===== src/rtl/cqs_pkg.sv =====
// Shared types and constants for the circular queue with search.
`default_nettype none

package cqs_pkg;

    localparam int DEPTH_DEF  = 8;
    localparam int WORD_W     = 32;
    localparam int POS_W      = 4;
    localparam int CMD_W      = 2;
    localparam int STATUS_W   = 3;
    localparam int OUT_TDATA_W = 40;
    localparam int OUT_PAD_W  = OUT_TDATA_W - WORD_W - POS_W;

    typedef logic signed [WORD_W-1:0] word_t;

    typedef enum logic [CMD_W-1:0] {
        CMD_ENQ     = 2'd0,
        CMD_DEQ     = 2'd1,
        CMD_DISPLAY = 2'd2,
        CMD_SEARCH  = 2'd3
    } cmd_t;

    typedef enum logic [STATUS_W-1:0] {
        ST_ENQUEUED  = 3'd0,
        ST_FULL      = 3'd1,
        ST_EMPTY     = 3'd2,
        ST_FOUND     = 3'd3,
        ST_NOT_FOUND = 3'd4,
        ST_WORD      = 3'd5
    } status_t;

    typedef enum logic [1:0] {
        S_IDLE,
        S_DECIDE,
        S_WALK
    } state_t;

    // controller -> datapath
    typedef struct packed {
        logic    load;        // capture input beat
        logic    enq;         // write slot at tail, bump occupancy
        logic    walk_init;   // set up read walk for dequeue/display/search
        logic    fetch;       // read one slot into the read register
        logic    consume;     // read register taken this cycle
        logic    pop;         // dequeue completes
        logic    emit;        // load result register
        status_t emit_status;
        logic    emit_word;   // value from read register
        logic    emit_pos;    // position from read slot
        logic    emit_last;
    } ctl_t;

    // datapath -> controller
    typedef struct packed {
        cmd_t cmd;
        logic empty;
        logic full;
        logic pend;        // read register holds an unconsumed entry
        logic pend_last;   // that entry is the final one of the walk
        logic match;       // read entry equals search key
        logic fetch_done;  // all entries of the walk issued
        logic out_free;    // result register can take a beat
    } sts_t;

endpackage

`default_nettype wire


===== src/rtl/circular_queue_with_search_core.sv =====
// Top level of the circular queue with search: controller plus datapath.
//
//  channel  | dir | handshake          | payload
//  ---------+-----+--------------------+-----------------------------------------
//  s_*      | in  | s_tvalid/s_tready  | tdata: data; tuser: command
//  m_*      | out | m_tvalid/m_tready  | tdata: value, position; tuser: status;
//           |     |                    | tlast: last
//
// Enqueue, or any command on an empty queue, loads its result from the decode state. A dequeue,
// display or search sets up the read walk, then the single read port of the slot memory gives
// one entry per cycle while the result register is free. One item at a time; s_tready is high
// while the controller is idle, also while a result still waits in the output register. While
// a result waits and m_tready is low, a walk stops once its read register holds an entry.
// rst_n clears pointers, occupancy and control; the slot memory is not cleared.
`default_nettype none

module circular_queue_with_search_core #(
    parameter int DEPTH = cqs_pkg::DEPTH_DEF
) (
    input  wire logic                                clk,
    input  wire logic                                rst_n,
    input  wire logic                                s_tvalid,
    output logic                                     s_tready,
    input  wire logic [cqs_pkg::WORD_W-1:0]          s_tdata,   // [31:0] data
    input  wire logic [cqs_pkg::CMD_W-1:0]           s_tuser,   // [1:0] command
    output logic                                     m_tvalid,
    input  wire logic                                m_tready,
    output logic [cqs_pkg::OUT_TDATA_W-1:0]          m_tdata,   // [31:0] value, [35:32] position
    output logic [cqs_pkg::STATUS_W-1:0]             m_tuser,   // [2:0] status
    output logic                                     m_tlast
);
    import cqs_pkg::*;

    ctl_t ctl;
    sts_t sts;

    cqs_ctrl u_ctrl (
        .clk      (clk),
        .rst_n    (rst_n),
        .s_tvalid (s_tvalid),
        .s_tready (s_tready),
        .sts      (sts),
        .ctl      (ctl)
    );

    cqs_dpath #(
        .DEPTH (DEPTH)
    ) u_dpath (
        .clk      (clk),
        .rst_n    (rst_n),
        .in_data  (s_tdata),
        .in_cmd   (s_tuser),
        .ctl      (ctl),
        .sts      (sts),
        .m_tready (m_tready),
        .m_tvalid (m_tvalid),
        .m_tdata  (m_tdata),
        .m_tuser  (m_tuser),
        .m_tlast  (m_tlast)
    );

endmodule

`default_nettype wire


===== src/rtl/cqs_ctrl.sv =====
// Controller state machine for the circular queue with search.
`default_nettype none

module cqs_ctrl (
    input  wire logic          clk,
    input  wire logic          rst_n,
    input  wire logic          s_tvalid,
    output logic               s_tready,
    input  wire cqs_pkg::sts_t sts,
    output cqs_pkg::ctl_t      ctl
);
    import cqs_pkg::*;

    state_t state_reg;
    state_t state_next;
    logic   walk_finish;

    always_ff @(posedge clk or negedge rst_n)
    begin
        if (!rst_n)
        begin
            state_reg <= S_IDLE;
        end
        else
        begin
            state_reg <= state_next;
        end
    end

    // taken read entry ends the item on dequeue, last entry or match
    always_comb
    begin
        walk_finish = sts.pend && sts.out_free &&
                      (sts.cmd == CMD_DEQ || sts.pend_last ||
                       (sts.cmd == CMD_SEARCH && sts.match));
    end

    always_comb
    begin
        state_next = state_reg;
        unique case (state_reg)
            S_IDLE:
            begin
                if (s_tvalid)
                begin
                    state_next = S_DECIDE;
                end
            end
            S_DECIDE:
            begin
                if (sts.cmd == CMD_ENQ || sts.empty)
                begin
                    if (sts.out_free)
                    begin
                        state_next = S_IDLE;
                    end
                end
                else
                begin
                    state_next = S_WALK;
                end
            end
            S_WALK:
            begin
                if (walk_finish)
                begin
                    state_next = S_IDLE;
                end
            end
            default:
            begin
                state_next = S_IDLE;
            end
        endcase
    end

    always_comb
    begin
        ctl             = '0;
        ctl.emit_status = ST_ENQUEUED;
        s_tready        = 1'b0;
        unique case (state_reg)
            S_IDLE:
            begin
                s_tready = 1'b1;
                ctl.load = s_tvalid;
            end
            S_DECIDE:
            begin
                if (sts.cmd == CMD_ENQ)
                begin
                    if (sts.out_free)
                    begin
                        ctl.emit      = 1'b1;
                        ctl.emit_last = 1'b1;
                        if (sts.full)
                        begin
                            ctl.emit_status = ST_FULL;
                        end
                        else
                        begin
                            ctl.enq         = 1'b1;
                            ctl.emit_status = ST_ENQUEUED;
                        end
                    end
                end
                else if (sts.empty)
                begin
                    if (sts.out_free)
                    begin
                        ctl.emit        = 1'b1;
                        ctl.emit_last   = 1'b1;
                        ctl.emit_status = (sts.cmd == CMD_SEARCH) ? ST_NOT_FOUND : ST_EMPTY;
                    end
                end
                else
                begin
                    ctl.walk_init = 1'b1;
                end
            end
            S_WALK:
            begin
                ctl.fetch   = !sts.fetch_done && (!sts.pend || sts.out_free);
                ctl.consume = sts.pend && sts.out_free;
                if (ctl.consume)
                begin
                    unique case (sts.cmd)
                        CMD_DISPLAY:
                        begin
                            ctl.emit        = 1'b1;
                            ctl.emit_status = ST_WORD;
                            ctl.emit_word   = 1'b1;
                            ctl.emit_last   = sts.pend_last;
                        end
                        CMD_DEQ:
                        begin
                            ctl.emit        = 1'b1;
                            ctl.emit_status = ST_WORD;
                            ctl.emit_word   = 1'b1;
                            ctl.emit_last   = 1'b1;
                            ctl.pop         = 1'b1;
                        end
                        CMD_SEARCH:
                        begin
                            if (sts.match)
                            begin
                                ctl.emit        = 1'b1;
                                ctl.emit_status = ST_FOUND;
                                ctl.emit_pos    = 1'b1;
                                ctl.emit_last   = 1'b1;
                            end
                            else if (sts.pend_last)
                            begin
                                ctl.emit        = 1'b1;
                                ctl.emit_status = ST_NOT_FOUND;
                                ctl.emit_last   = 1'b1;
                            end
                        end
                        CMD_ENQ:
                        begin
                            ctl.emit = 1'b0;
                        end
                        default:
                        begin
                            ctl.emit = 1'b0;
                        end
                    endcase
                end
            end
            default:
            begin
                s_tready = 1'b0;
            end
        endcase
    end

    cqs_emit_free_chk: assert property (@(posedge clk) disable iff (!rst_n)
        ctl.emit |-> sts.out_free)
        else $error("result loaded while result register busy");

    cqs_walk_entry_chk: assert property (@(posedge clk) disable iff (!rst_n)
        ctl.walk_init |-> (!sts.empty && sts.cmd != CMD_ENQ))
        else $error("walk started on empty queue or for enqueue");

    cqs_accept_chk: assert property (@(posedge clk) disable iff (!rst_n)
        (s_tvalid && s_tready) |=> state_reg == S_DECIDE)
        else $error("accepted beat not decoded");

endmodule

`default_nettype wire


===== src/rtl/cqs_dpath.sv =====
// Datapath: slot memory, ring pointers, read walk and result register.
`default_nettype none

module cqs_dpath #(
    parameter int DEPTH = cqs_pkg::DEPTH_DEF
) (
    input  wire logic                            clk,
    input  wire logic                            rst_n,
    input  wire logic [cqs_pkg::WORD_W-1:0]      in_data,
    input  wire logic [cqs_pkg::CMD_W-1:0]       in_cmd,
    input  wire cqs_pkg::ctl_t                   ctl,
    output cqs_pkg::sts_t                        sts,
    input  wire logic                            m_tready,
    output logic                                 m_tvalid,
    output logic [cqs_pkg::OUT_TDATA_W-1:0]      m_tdata,
    output logic [cqs_pkg::STATUS_W-1:0]         m_tuser,
    output logic                                 m_tlast
);
    import cqs_pkg::*;

    localparam int AW = $clog2(DEPTH);
    localparam int CW = $clog2(DEPTH + 1);

    word_t   mem [DEPTH];

    cmd_t    cmd_reg;
    word_t   key_reg;
    logic [AW-1:0] head_reg;
    logic [AW-1:0] tail_reg;
    logic [CW-1:0] occ_reg;
    logic [AW-1:0] ptr_reg;
    logic [CW-1:0] fcnt_reg;
    logic [CW-1:0] len_reg;
    logic          pend_reg;
    word_t         rd_data_reg;
    logic [AW-1:0] rd_slot_reg;
    logic          rd_last_reg;

    logic          m_valid_reg;
    status_t       m_status_reg;
    word_t         m_value_reg;
    logic [POS_W-1:0] m_pos_reg;
    logic          m_last_reg;

    logic [AW-1:0] tail_prev;
    logic [AW-1:0] ptr_step;
    logic [AW-1:0] head_step;
    logic [AW-1:0] tail_step;
    logic [AW:0]   pos_full;
    logic          out_free;

    always_comb
    begin
        tail_prev = (tail_reg == '0) ? AW'(DEPTH - 1) : tail_reg - AW'(1);
        tail_step = (tail_reg == AW'(DEPTH - 1)) ? '0 : tail_reg + AW'(1);
        head_step = (head_reg == AW'(DEPTH - 1)) ? '0 : head_reg + AW'(1);
        // display walks newest to oldest, the others oldest to newest
        if (cmd_reg == CMD_DISPLAY)
        begin
            ptr_step = (ptr_reg == '0) ? AW'(DEPTH - 1) : ptr_reg - AW'(1);
        end
        else
        begin
            ptr_step = (ptr_reg == AW'(DEPTH - 1)) ? '0 : ptr_reg + AW'(1);
        end
        pos_full = {1'b0, rd_slot_reg} + (AW + 1)'(1);
        out_free = !m_valid_reg || m_tready;
    end

    always_comb
    begin
        sts.cmd        = cmd_reg;
        sts.empty      = (occ_reg == '0);
        sts.full       = (occ_reg == CW'(DEPTH));
        sts.pend       = pend_reg;
        sts.pend_last  = rd_last_reg;
        sts.match      = (rd_data_reg == key_reg);
        sts.fetch_done = (fcnt_reg == len_reg);
        sts.out_free   = out_free;
    end

    // slot memory: one write port, one registered read port
    always_ff @(posedge clk)
    begin
        if (ctl.enq)
        begin
            mem[tail_reg] <= key_reg;
        end
        if (ctl.fetch)
        begin
            rd_data_reg <= mem[ptr_reg];
            rd_slot_reg <= ptr_reg;
            rd_last_reg <= (fcnt_reg + CW'(1) == len_reg);
        end
    end

    always_ff @(posedge clk)
    begin
        if (ctl.load)
        begin
            cmd_reg <= cmd_t'(in_cmd);
            key_reg <= word_t'(in_data);
        end
        if (ctl.walk_init)
        begin
            len_reg <= (cmd_reg == CMD_DEQ) ? CW'(1) : occ_reg;
        end
        if (ctl.emit)
        begin
            m_status_reg <= ctl.emit_status;
            m_value_reg  <= ctl.emit_word ? rd_data_reg : '0;
            m_pos_reg    <= ctl.emit_pos ? POS_W'(pos_full) : '0;
            m_last_reg   <= ctl.emit_last;
        end
    end

    always_ff @(posedge clk or negedge rst_n)
    begin
        if (!rst_n)
        begin
            head_reg    <= '0;
            tail_reg    <= '0;
            occ_reg     <= '0;
            ptr_reg     <= '0;
            fcnt_reg    <= '0;
            pend_reg    <= 1'b0;
            m_valid_reg <= 1'b0;
        end
        else
        begin
            if (ctl.enq)
            begin
                tail_reg <= tail_step;
                occ_reg  <= occ_reg + CW'(1);
            end
            else if (ctl.pop)
            begin
                occ_reg <= occ_reg - CW'(1);
                if (occ_reg == CW'(1))
                begin
                    head_reg <= '0;
                    tail_reg <= '0;
                end
                else
                begin
                    head_reg <= head_step;
                end
            end

            if (ctl.walk_init)
            begin
                ptr_reg  <= (cmd_reg == CMD_DISPLAY) ? tail_prev : head_reg;
                fcnt_reg <= '0;
                pend_reg <= 1'b0;
            end
            else if (ctl.fetch)
            begin
                ptr_reg  <= ptr_step;
                fcnt_reg <= fcnt_reg + CW'(1);
                pend_reg <= 1'b1;
            end
            else if (ctl.consume)
            begin
                pend_reg <= 1'b0;
            end

            if (ctl.emit)
            begin
                m_valid_reg <= 1'b1;
            end
            else if (m_tready)
            begin
                m_valid_reg <= 1'b0;
            end
        end
    end

    assign m_tvalid = m_valid_reg;
    assign m_tdata  = {{OUT_PAD_W{1'b0}}, m_pos_reg, m_value_reg};
    assign m_tuser  = m_status_reg;
    assign m_tlast  = m_last_reg;

    cqs_occ_range_chk: assert property (@(posedge clk) disable iff (!rst_n)
        occ_reg <= CW'(DEPTH))
        else $error("occupancy beyond depth");

    cqs_empty_ptr_chk: assert property (@(posedge clk) disable iff (!rst_n)
        (occ_reg == '0) |-> (head_reg == '0 && tail_reg == '0))
        else $error("empty queue with pointers off slot zero");

    cqs_enq_count_chk: assert property (@(posedge clk) disable iff (!rst_n)
        ctl.enq |=> occ_reg == $past(occ_reg) + CW'(1))
        else $error("enqueue did not raise occupancy");

    cqs_fetch_bound_chk: assert property (@(posedge clk) disable iff (!rst_n)
        ctl.fetch |-> (fcnt_reg != len_reg && !ctl.walk_init))
        else $error("read issued past end of walk");

endmodule

`default_nettype wire

===== config.mk =====
export PLATFORM = sky130hd
export DESIGN_NAME = circular_queue_with_search_core
export DESIGN_NICKNAME = d
export VERILOG_FILES = /design/src/rtl/cqs_pkg.sv /design/src/rtl/circular_queue_with_search_core.sv /design/src/rtl/cqs_ctrl.sv /design/src/rtl/cqs_dpath.sv
export SDC_FILE = /design/constraint.sdc
export NUM_CORES = 1
export LEC_CHECK = 0
export BUFFER_PORTS_ARGS = -buffer_cell sky130_fd_sc_hd__buf_2
export CORE_UTILIZATION = 24
export DETAILED_ROUTE_END_ITERATION = 8
export PLACE_DENSITY = 0.44
export SLEW_MARGIN = 15
export SYNTH_ARGS = -nofsm -noshare
export SYNTH_HDL_FRONTEND = slang
export SYNTH_SLANG_ARGS = --single-unit

===== constraint.sdc =====
create_clock -name clk -period 5.15 [get_ports clk]
set_clock_uncertainty 0.1 [all_clocks]
set_input_delay 0.515 -clock clk [delete_from_list [all_inputs] [get_ports clk]]
set_output_delay 0.515 -clock clk [all_outputs]
set_load 0.01 [all_outputs]

* After elaboration in Yosys (flattened, before gate mapping)
Memories as Yosys holds them, arrays and structs flattened. A register that Yosys moved wholly into a read port is not among the register bits.
Cells that the tools add are included.
** Operators by class
- Reduce and logical (&&, ||, !) cells :: 26
- Muxes and demuxes :: 62
- Bitwise gates (word level) :: 1
- Equality and inequality tests :: 16
- $add $sub $neg :: 9
** Operators by type and width (count)
- $mux W3 :: 15
- $mux W4 :: 10
- $eq A32 B32 Y1 :: 1
- $mux W1 :: 24
- $mux W2 :: 6
- $add A3 B1 Y3 const B :: 3
- $eq A3 B3 Y1 const B :: 3
- $add A4 B1 Y4 const B :: 2
- $eq A4 B4 Y1 :: 2
- $mux W8 :: 1
- $pmux W4 S2 :: 1
- $reduce_bool A2 Y1 :: 4
- $eq A2 B2 Y1 const B :: 3
- $logic_not A3 Y1 :: 2
- $pmux W1 S3 :: 2
- $pmux W2 S3 :: 1
- $pmux W3 S2 :: 1
- $sub A3 B1 Y3 const B :: 2
- $logic_or A1 B1 Y1 :: 5
- $add A3 B1 Y4 const B :: 1
- $eq A2 B1 Y1 const B :: 2
- $eq A4 B1 Y1 const B :: 1
- $eq A4 B4 Y1 const B :: 1
- $logic_and A1 B1 Y1 :: 4
- 13 further kinds :: 17
** Storage, ports and cells
- Output and inout port bits :: 46
- Memories :: 1
- Register bits :: 103
- Bits in writable memories :: 256
** Memory list
- u_dpath.mem :: depth 8, width 32, read ports 1, clocked after memory_dff 1, write ports 1, line cqs_dpath.sv:24 : word_t mem [DEPTH];

* Logic depth before layout (Yosys ltp)
Gate-level depths: netlist of the first run.
- Depth after elaboration :: 8
- Depth in mapped cells :: 9
- Gate-level depth less buffers :: 8

* Modules after synthesis
From an unflattened synthesis of the first run, not the netlist that was laid out.
** Second synthesis, totals
- Cells, all modules :: 770
- Area, all modules :: 15401.0 µm²
** By module, submodules not included
- cqs_dpath :: instances 1, seq. area each 11586.1 µm², area each 14958.1 µm², cells each 713
- cqs_ctrl :: instances 1, seq. area each 50.0 µm², area each 442.9 µm², cells each 57

* Least setup slack after synthesis of the first run
Ideal clock, no wire load.
- Path type :: flip-flop to flip-flop
- From :: reg u_dpath.occ_reg[0]
- To :: mem u_dpath.mem[0][0] in the netlist's numbering, enable pin
- Setup time :: 0.501 ns
- Setup slack :: 0.385 ns
- Data required time :: 4.549 ns
- Arrival :: 4.164 ns
- Cell stages (with the launch flop) :: 7
- Buffers on the path :: 0
- Cells stage by stage :: dfrtp_1 > inv_1 > ha_1 > nor2b_2 > nand2_1 > nand3_2 > nor4_1
** On the way
- Word-level cells in the longest chain between the ends :: 7
** Ends and longest elaborated chain
- start, declared :: line cqs_dpath.sv:30 : logic [CW-1:0] occ_reg;
- start signal, assigned :: line cqs_dpath.sv:134 : occ_reg <= occ_reg + CW'(1);
- start signal, assigned :: line cqs_dpath.sv:138 : occ_reg <= occ_reg - CW'(1);
- $eq A4 B4 Y1 :: line cqs_dpath.sv:74 : sts.full = (occ_reg == CW'(DEPTH));
- $mux W1 :: line cqs_ctrl.sv:96 : if (sts.full)
- $mux W1 :: line cqs_ctrl.sv:92 : if (sts.out_free)
- $mux W1 :: line cqs_ctrl.sv:90 : if (sts.cmd == CMD_ENQ)
- $mux W2 :: line cqs_ctrl.sv:82 : unique case (state_reg)
- $mux W1 :: line cqs_dpath.sv:85 : if (ctl.enq)
- $mux W1 (not written as such) :: line cqs_dpath.sv:87 : mem[tail_reg] <= key_reg;
- end, declared :: line cqs_dpath.sv:24
No other way between the ends.

* Final worst setup path of the first run
- From :: reg u_dpath.occ_reg[0]
- To :: mem u_dpath.mem[7][19] in the netlist's numbering, enable pin
Same word-level chain as after synthesis.

==> results by group, run 1 <==
Floorplanning
  – Rows: 92
  – Io pins: 84
  – Die span in y: 256 µm
  – Die W: 256 µm
  – Core Area: 63400 µm²
  – Initial Util: 24.4%
  – Die area: 65500 µm²

Synthesis
  – Avg Cell Area, Syn: 19.8 µm²
  – Register bit total from synthesis: 391
  – Post-synth EDFFs: 370
  – Register area share after synthesis: 75.2%
  – Synth async-reset ratio: 5.37%
  – Ys flop type: edfxtp_1
  – Warnings, synthesis: 0
  – Syn Inst Count: 781
  – Synthesized area: 15500 µm²
  – Count of cell types in the netlist: 62

Drt
  – Via count: 7523
  – DR vias/cell: 4.24
  – DRT Pass-1 Iters: 5
  – DR WL/cell: 21.4 µm
  – Post-DRT Antenna Nets: 0
  – Routed WL: 37900 µm
  – DR iter-0 viols: 552
  – DRC violations left: 0

GRT
  – Initial antenna violation count: 2
  – Largest net degree at the start of global routing: 57
  – Total GRT Usage: 11.6%
  – Overflow after GRT: 0
  – Vias in the first global route: 7916
  – First-pass GRT wire length: 55200 µm

Timing
  – Final setup viols: 0
  – Unrepaired setup endpoints after global routing: no
  – Slew Limit Fails: 0
  – Final worst path period share: 63.2%
  – PnR worst setup slack: 1.89 ns
  – Post-route setup TNS: 0 ns
  – Least-Margin Pin Slew: 0.933 ns
  – Slew headroom: 37.8%
  – Achievable frequency: 307 MHz
  – Final hold violations: 0
  – Min Tclk post-route: 3.26 ns

Setup path
  – CP delay by family, top: simple AND/OR/NAND/NOR gates
  – Worst Path Class, Setup: register to register
  – Worst path required time: 5.28 ns
  – Flop-to-flop setup slack: 1.89 ns
  – R2r worst-path depth: 8
  – R2R Path End: u_dpath.mem[7][19]
  – CP startpoint kind: register
  – Most frequent cell on the critical path: nand2_1
  – Worst Path Buf+Inv: 2
  – FF-to-FF Start: u_dpath.occ_reg[0]
  – Critical Path AT: 3.38 ns
  – Crit path max fanout: 18
  – Crit-path cells: inv_1 > ha_1 > nor2b_2 > nand2_1 > and3_1 > nand2_1 > nor2_4 > buf_4
  – Endpoint type of the worst setup path: register
  – Slowest cell on crit path: nor2_4
  – CP max stage delay: 0.69 ns

Placement
  – Placed cell count: 1690
  – Setup slack at placement: 1.81 ns
  – Port Buffers: 79
  – Final Wtd Congestion: 0.725
  – DP HPWL: 21100 µm

Finish
  – Top reg by flops: u_dpath.mem
  – Most common cell after layout, fill and taps aside: edfxtp_1
  – Area delta synth->final: 17.9%
  – Fin cells: 1773
  – Filler cells: 6249
  – Highest-count cells in the layout ignoring fill and taps: edfxtp_1 (370), buf_2 (79), mux4_2 (64), clkbuf_16 (44), xor2_1 (37)
  – Reg area: 11600 µm²
  – Share of post-route cells with drive strength above 1: 29.6%
  – Multi-input logic area: 3610 µm²
  – Max FFs per register: 256
  – Nets@finish: 956

Flow run
  – Max_cap viols: 0

Power and ir drop
  – Pwr per Cell Area: 512 nW/µm²
  – Leakage dissipation: 0.00615 µW
  – VDD IR-drop max: 0.306 mV

Hold path
  – Hold Path Class: input port to register
  – Worst hold path endpoint: u_dpath.key_reg[8]
  – Hold_sp: s_tdata[8]
  – Hold-critical path depth: 1

CTS
  – Sinks on Clock Net: 391
  – Clk slew on worst S/H paths: 0.06 ns
  – H-tree depth: 2
  – Worst-Skew Late Latency: 0.57 ns
  – Root buffer cell: clkbuf_16
  – Num CTS Buffers: 44
  – Post-CTS Setup Inserts: 0
  – Clock buffer depth: 3
  – CTS tree: yes

Status
  – Status: completed
worst max path at each step:
stage	from	end	slack, ns	cells past startpoint
after global placement	u_dpath.occ_reg[0]	u_dpath.mem[7][16]	1.90	8
after floorplan	u_dpath.occ_reg[0]	u_dpath.mem[0][0]	0.38	6
after global routing	u_dpath.occ_reg[0]	u_dpath.mem[7][19]	1.66	8
final	u_dpath.occ_reg[0]	u_dpath.mem[7][19]	1.89	8
after CTS	u_dpath.occ_reg[0]	u_dpath.mem[7][19]	1.80	8
after detailed placement	u_dpath.occ_reg[0]	u_dpath.mem[7][6]	1.81	8
per-stage QoR:
| stage | cell area, µm² | hold slack (ns) | util [%] | total power (µW) |
|---|---|---|---|---|
| 2_1_floorplan | 15500 | 0.119 | - | 5900 |
| 3_3_place_gp | 16900 | 0.414 | 26.7 | 6620 |
| 3_5_place_dp | 16900 | 0.412 | 26.7 | 6620 |
| 4_1_cts | 18200 | 0.00133 | 28.8 | 9510 |
| 5_1_grt | 18200 | 0.00558 | 28.8 | 9790 |
| 6_report | 18200 | 0.0314 | 28.8 | 9340 |
area by class of cell:
class | count | area share, %
Multi-Input combinational cell | 341 | 19.8
Tap cell | 846 | 5.80
Sequential cell | 391 | 63.8
Clock buffer | 53 | 6.22
Inverter | 17 | 0.350
Timing Repair Buffer | 101 | 3.22
Clock inverter | 23 | 0.761
Antenna cell | 1 | 0.0137
worst reg2reg max path, cell delays in order, from the launching register on:
cell     delay, ns
dfrtp_1       0.44
inv_1         0.10
ha_1          0.22
nor2b_2       0.17
nand2_1       0.10
and3_1        0.37
nand2_1       0.29
nor2_4        0.69
buf_4         0.44
cells in the mapped netlist, drive strengths merged (3+ instances only):
master  number  share of area [%]
and3        35                1.4
clkbuf      15               0.36
and2         7               0.30
a211oi       3               0.15
nor3         7               0.23
mux4        64                9.3
mux2        33                2.4
nand2b       5               0.22
dfrtp       21                3.4
nor2b        5               0.22
nor2        18               0.45
o21ai       10               0.32
inv         16               0.39
ha          22                1.8
nor4        11               0.44
edfxtp     370                 72
a21oi       11               0.38
nand4        3               0.12
buf         20                1.0
xnor2        8               0.50
nand2       22               0.53
mux2i        3               0.19
nand3        6               0.26
xor2        37                2.1
where the power goes:
| group | switching [µW] | internal, µW | total [µW] |
|---|---|---|---|
| registers | 404 | 4040 | 4440 |
| logic | 1100 | 965 | 2060 |
| clock network | 1230 | 1610 | 2840 |
| total | 2730 | 6610 | 9340 |
what timing repair did:
action                                 in CTS  in global routing
gates resized for setup                     0                  0
endpoints found under the hold margin      26                  0
hold buffers                                6                  0
kinds of logic after synthesis:
group	Yosys count	share of synthesized area, %
flip-flops	391	75.2
AND/OR/NAND/NOR	125	4.50
multiplexers	100	11.9
buffers and inverters	52	1.82
AO/OA/AOI/OAI	45	2.11
XOR/XNOR	45	2.60
adder cells (fa/ha/maj)	22	1.78
other	1	0.0242
metal layers:
layer / track usage (%) / vias to the layer above / part of all wire, %
met1: 15.7 / 3977 / 46
met4: 3.08 / 0 / 1.9
met2: 19.0 / 154 / 48
met3: 2.19 / 54 / 4.1
met5: 0 / - / 0
li1: - / 3338 / -
No activity file was read; power rests on OpenSTA's default activity.
==> run 2: changes to the inputs <==
==> constraint.sdc (replaced) <==
create_clock -name clk -period 2.7 [get_ports clk]
set_clock_uncertainty 0.1 [all_clocks]
set_input_delay 0.27 -clock clk [delete_from_list [all_inputs] [get_ports clk]]
set_output_delay 0.27 -clock clk [all_outputs]
set_load 0.01 [all_outputs]
==> results by group, run 2 (synthesized netlist as in run 1, its figures left out) <==
Setup path
  – Critical Path AT: 2.75 ns (-0.63 ns)
  – Endpoint type of the worst setup path: register
  – Worst path required time: 2.87 ns (-2.41 ns)
  – Worst Path Class, Setup: register to register
  – FF-to-FF Start: u_dpath.key_reg[22]
  – CP startpoint kind: register
  – Flop-to-flop setup slack: 0.12 ns (-1.78 ns)
  – Crit path capture: u_dpath.m_value_reg[26]
  – Crit path launch: u_dpath.key_reg[22]
  – R2r worst-path depth: 6 (-2)
  – Crit path max fanout: 12 (-6)
  – R2R Path End: u_dpath.m_value_reg[26]

Drt
  – DR WL/cell: 20.9 µm (-2.0%)
  – Top Layer Used: met4
  – DR iter-0 viols: 521 (-5.6%)
  – Via count: 7801 (+3.7%)
  – Post-DRT Antenna Nets: 0 (unchanged)
  – DR vias/cell: 4.21 (-0.67%)
  – Routed WL: 38800 µm (+2.3%)
  – Routed wl met3: 1720 µm (+12%)
  – DR WL met2: 17900 µm (-0.48%)
  – DRT Pass-1 Iters: 4 (-1)
  – DRC violations left: 0 (unchanged)
  – WL met1: 18400 µm (+4.4%)

Finish
  – Nets@finish: 1034 (+8.2%)
  – Antenna cells: 0 (-1)
  – Most common cell after layout, fill and taps aside: edfxtp_1
  – Top reg by flops: u_dpath.mem
  – Multi-input logic area: 3660 µm² (+1.4%)
  – Filler cells: 6162 (-1.4%)
  – Max FFs per register: 256 (unchanged)
  – Reg area: 11600 µm² (unchanged)
  – Area delta synth->final: 24.3%
  – Highest-count cells in the layout ignoring fill and taps: edfxtp_1 (370), buf_2 (79), mux4_2 (64), buf_4 (45), clkbuf_16 (43)
  – Fin cells: 1851 (+4.4%)
  – Share of post-route cells with drive strength above 1: 32.2% (+2.6 points)

Status
  – Status: completed

Hold path
  – Hold Path Class: input port to async pin

Placement
  – Placed cell count: 1739 (+2.9%)
  – DP HPWL: 22500 µm (+6.8%)
  – Port Buffers: 79 (unchanged)
  – Final Wtd Congestion: 0.724 (-0.15%)

Floorplanning
  – Die span in y: 256 µm (unchanged)
  – Die W: 256 µm (unchanged)
  – Initial Util: 24.4% (unchanged)
  – Core Area: 63400 µm² (unchanged)
  – Rows: 92 (unchanged)
  – Io pins: 84 (unchanged)
  – Die area: 65500 µm² (unchanged)

Timing
  – Slew headroom: 52.0% (+14 points)
  – Least-Margin Pin Slew: 0.720 ns (-0.214 ns)
  – Achievable frequency: 387 MHz (+26%)
  – Unrepaired setup endpoints after global routing: no
  – Slew Limit Fails: 0 (unchanged)
  – Final worst path period share: 95.6% (+32 points)
  – Post-route setup TNS: 0 ns (unchanged)
  – Final setup viols: 0 (unchanged)
  – Min Tclk post-route: 2.58 ns (-0.674 ns)
  – Final hold violations: 0 (unchanged)

CTS
  – Clk slew on worst S/H paths: 0.06 ns (about the same)
  – Worst-Skew Late Latency: 0.58 ns (about the same)
  – Post-CTS Setup Inserts: 0 (unchanged)
  – Clock buffer depth: 3 (unchanged)
  – Root buffer cell: clkbuf_16
  – Num CTS Buffers: 43 (-2.3%)
  – Sinks on Clock Net: 391 (unchanged)
  – H-tree depth: 2 (unchanged)
  – CTS tree: yes

GRT
  – Total GRT Usage: 12.0% (+0.38 points)
  – Largest net degree at the start of global routing: 65 (+14%)
  – Overflow after GRT: 0 (unchanged)
  – First-pass GRT wire length: 57300 µm (+3.7%)
  – Vias in the first global route: 8376 (+5.8%)
  – Initial antenna violation count: 0 (-2)

Power and ir drop
  – Leakage dissipation: 0.00658 µW (+7.1%)
  – VDD IR-drop max: 0.505 mV (+65%)
  – Pwr per Cell Area: 963 nW/µm² (+88%)

Flow run
  – Max_cap viols: 0 (unchanged)
-- run 2: stage by stage --
stage | util (%) | power [µW] | cell area (µm²) | worst slack (ns) | hold slack [ns]
after floorplan | - | 11300 | 15500 | -0.192 | -0.126
after global placement | 27.7 | 13100 | 17600 | 0.171 | 0.187
after detailed placement | 27.7 | 13200 | 17600 | 0.0993 | 0.195
after CTS | 30.3 | 18900 | 19200 | 0.0911 | 0.115
after global routing | 30.3 | 19500 | 19200 | 0.0167 | 0.172
final | 30.3 | 18500 | 19200 | 0.119 | 0.118
-- run 2: how the worst min path moves through the flow --
stage	startpoint	endpoint	slack [ns]	cells after the start
finish	rst_n	u_dpath.pend_reg	0.12	2
global route	rst_n	u_dpath.m_tvalid	0.17	2
CTS	rst_n	u_ctrl.state_reg[1]	0.12	2
detailed placement	rst_n	u_ctrl.state_reg[1]	0.20	1
global placement	rst_n	u_dpath.fcnt_reg[3]	0.19	1
floorplan	rst_n	u_ctrl.state_reg[0]	-0.13	0
-- run 2: final cells by class --
class	count	area share, %
sequential	391	60.5
multi-input combinational	341	19.0
inverter	17	0.332
clock inverter	20	0.963
tap	846	5.50
clock buffer	56	5.85
timing repair buffer	180	7.77
-- run 2: critical path: stages, from the launching register on --
cell,delay (ns)
edfxtp_1,0.46
xor2_1,0.21
nor4_1,0.45
nand4_1,0.26
nor2_4,0.22
o211a_2,0.30
buf_4,0.26
-- run 2: timing repair --
item / 4_1_cts / 5_1_grt
resized for setup: 0 / 1
endpoints found under the hold margin: 56 / 0
hold buffers: 36 / 0
setup endpoints to repair: 0 / 15
-- run 2: power by group --
group | internal (µW) | switching (µW) | total, µW
Sequential | 7680 | 628 | 8310
Clock | 3150 | 2440 | 5600
Combinational | 2230 | 2380 | 4600
Total | 13100 | 5450 | 18500
-- run 2: layer usage --
metal | vias up | track usage, %
li1 | 3506 | -
met1 | 4081 | 16.9
met2 | 166 | 18.8
met3 | 48 | 2.12
met4 | 0 | 3.31
met5 | - | 0
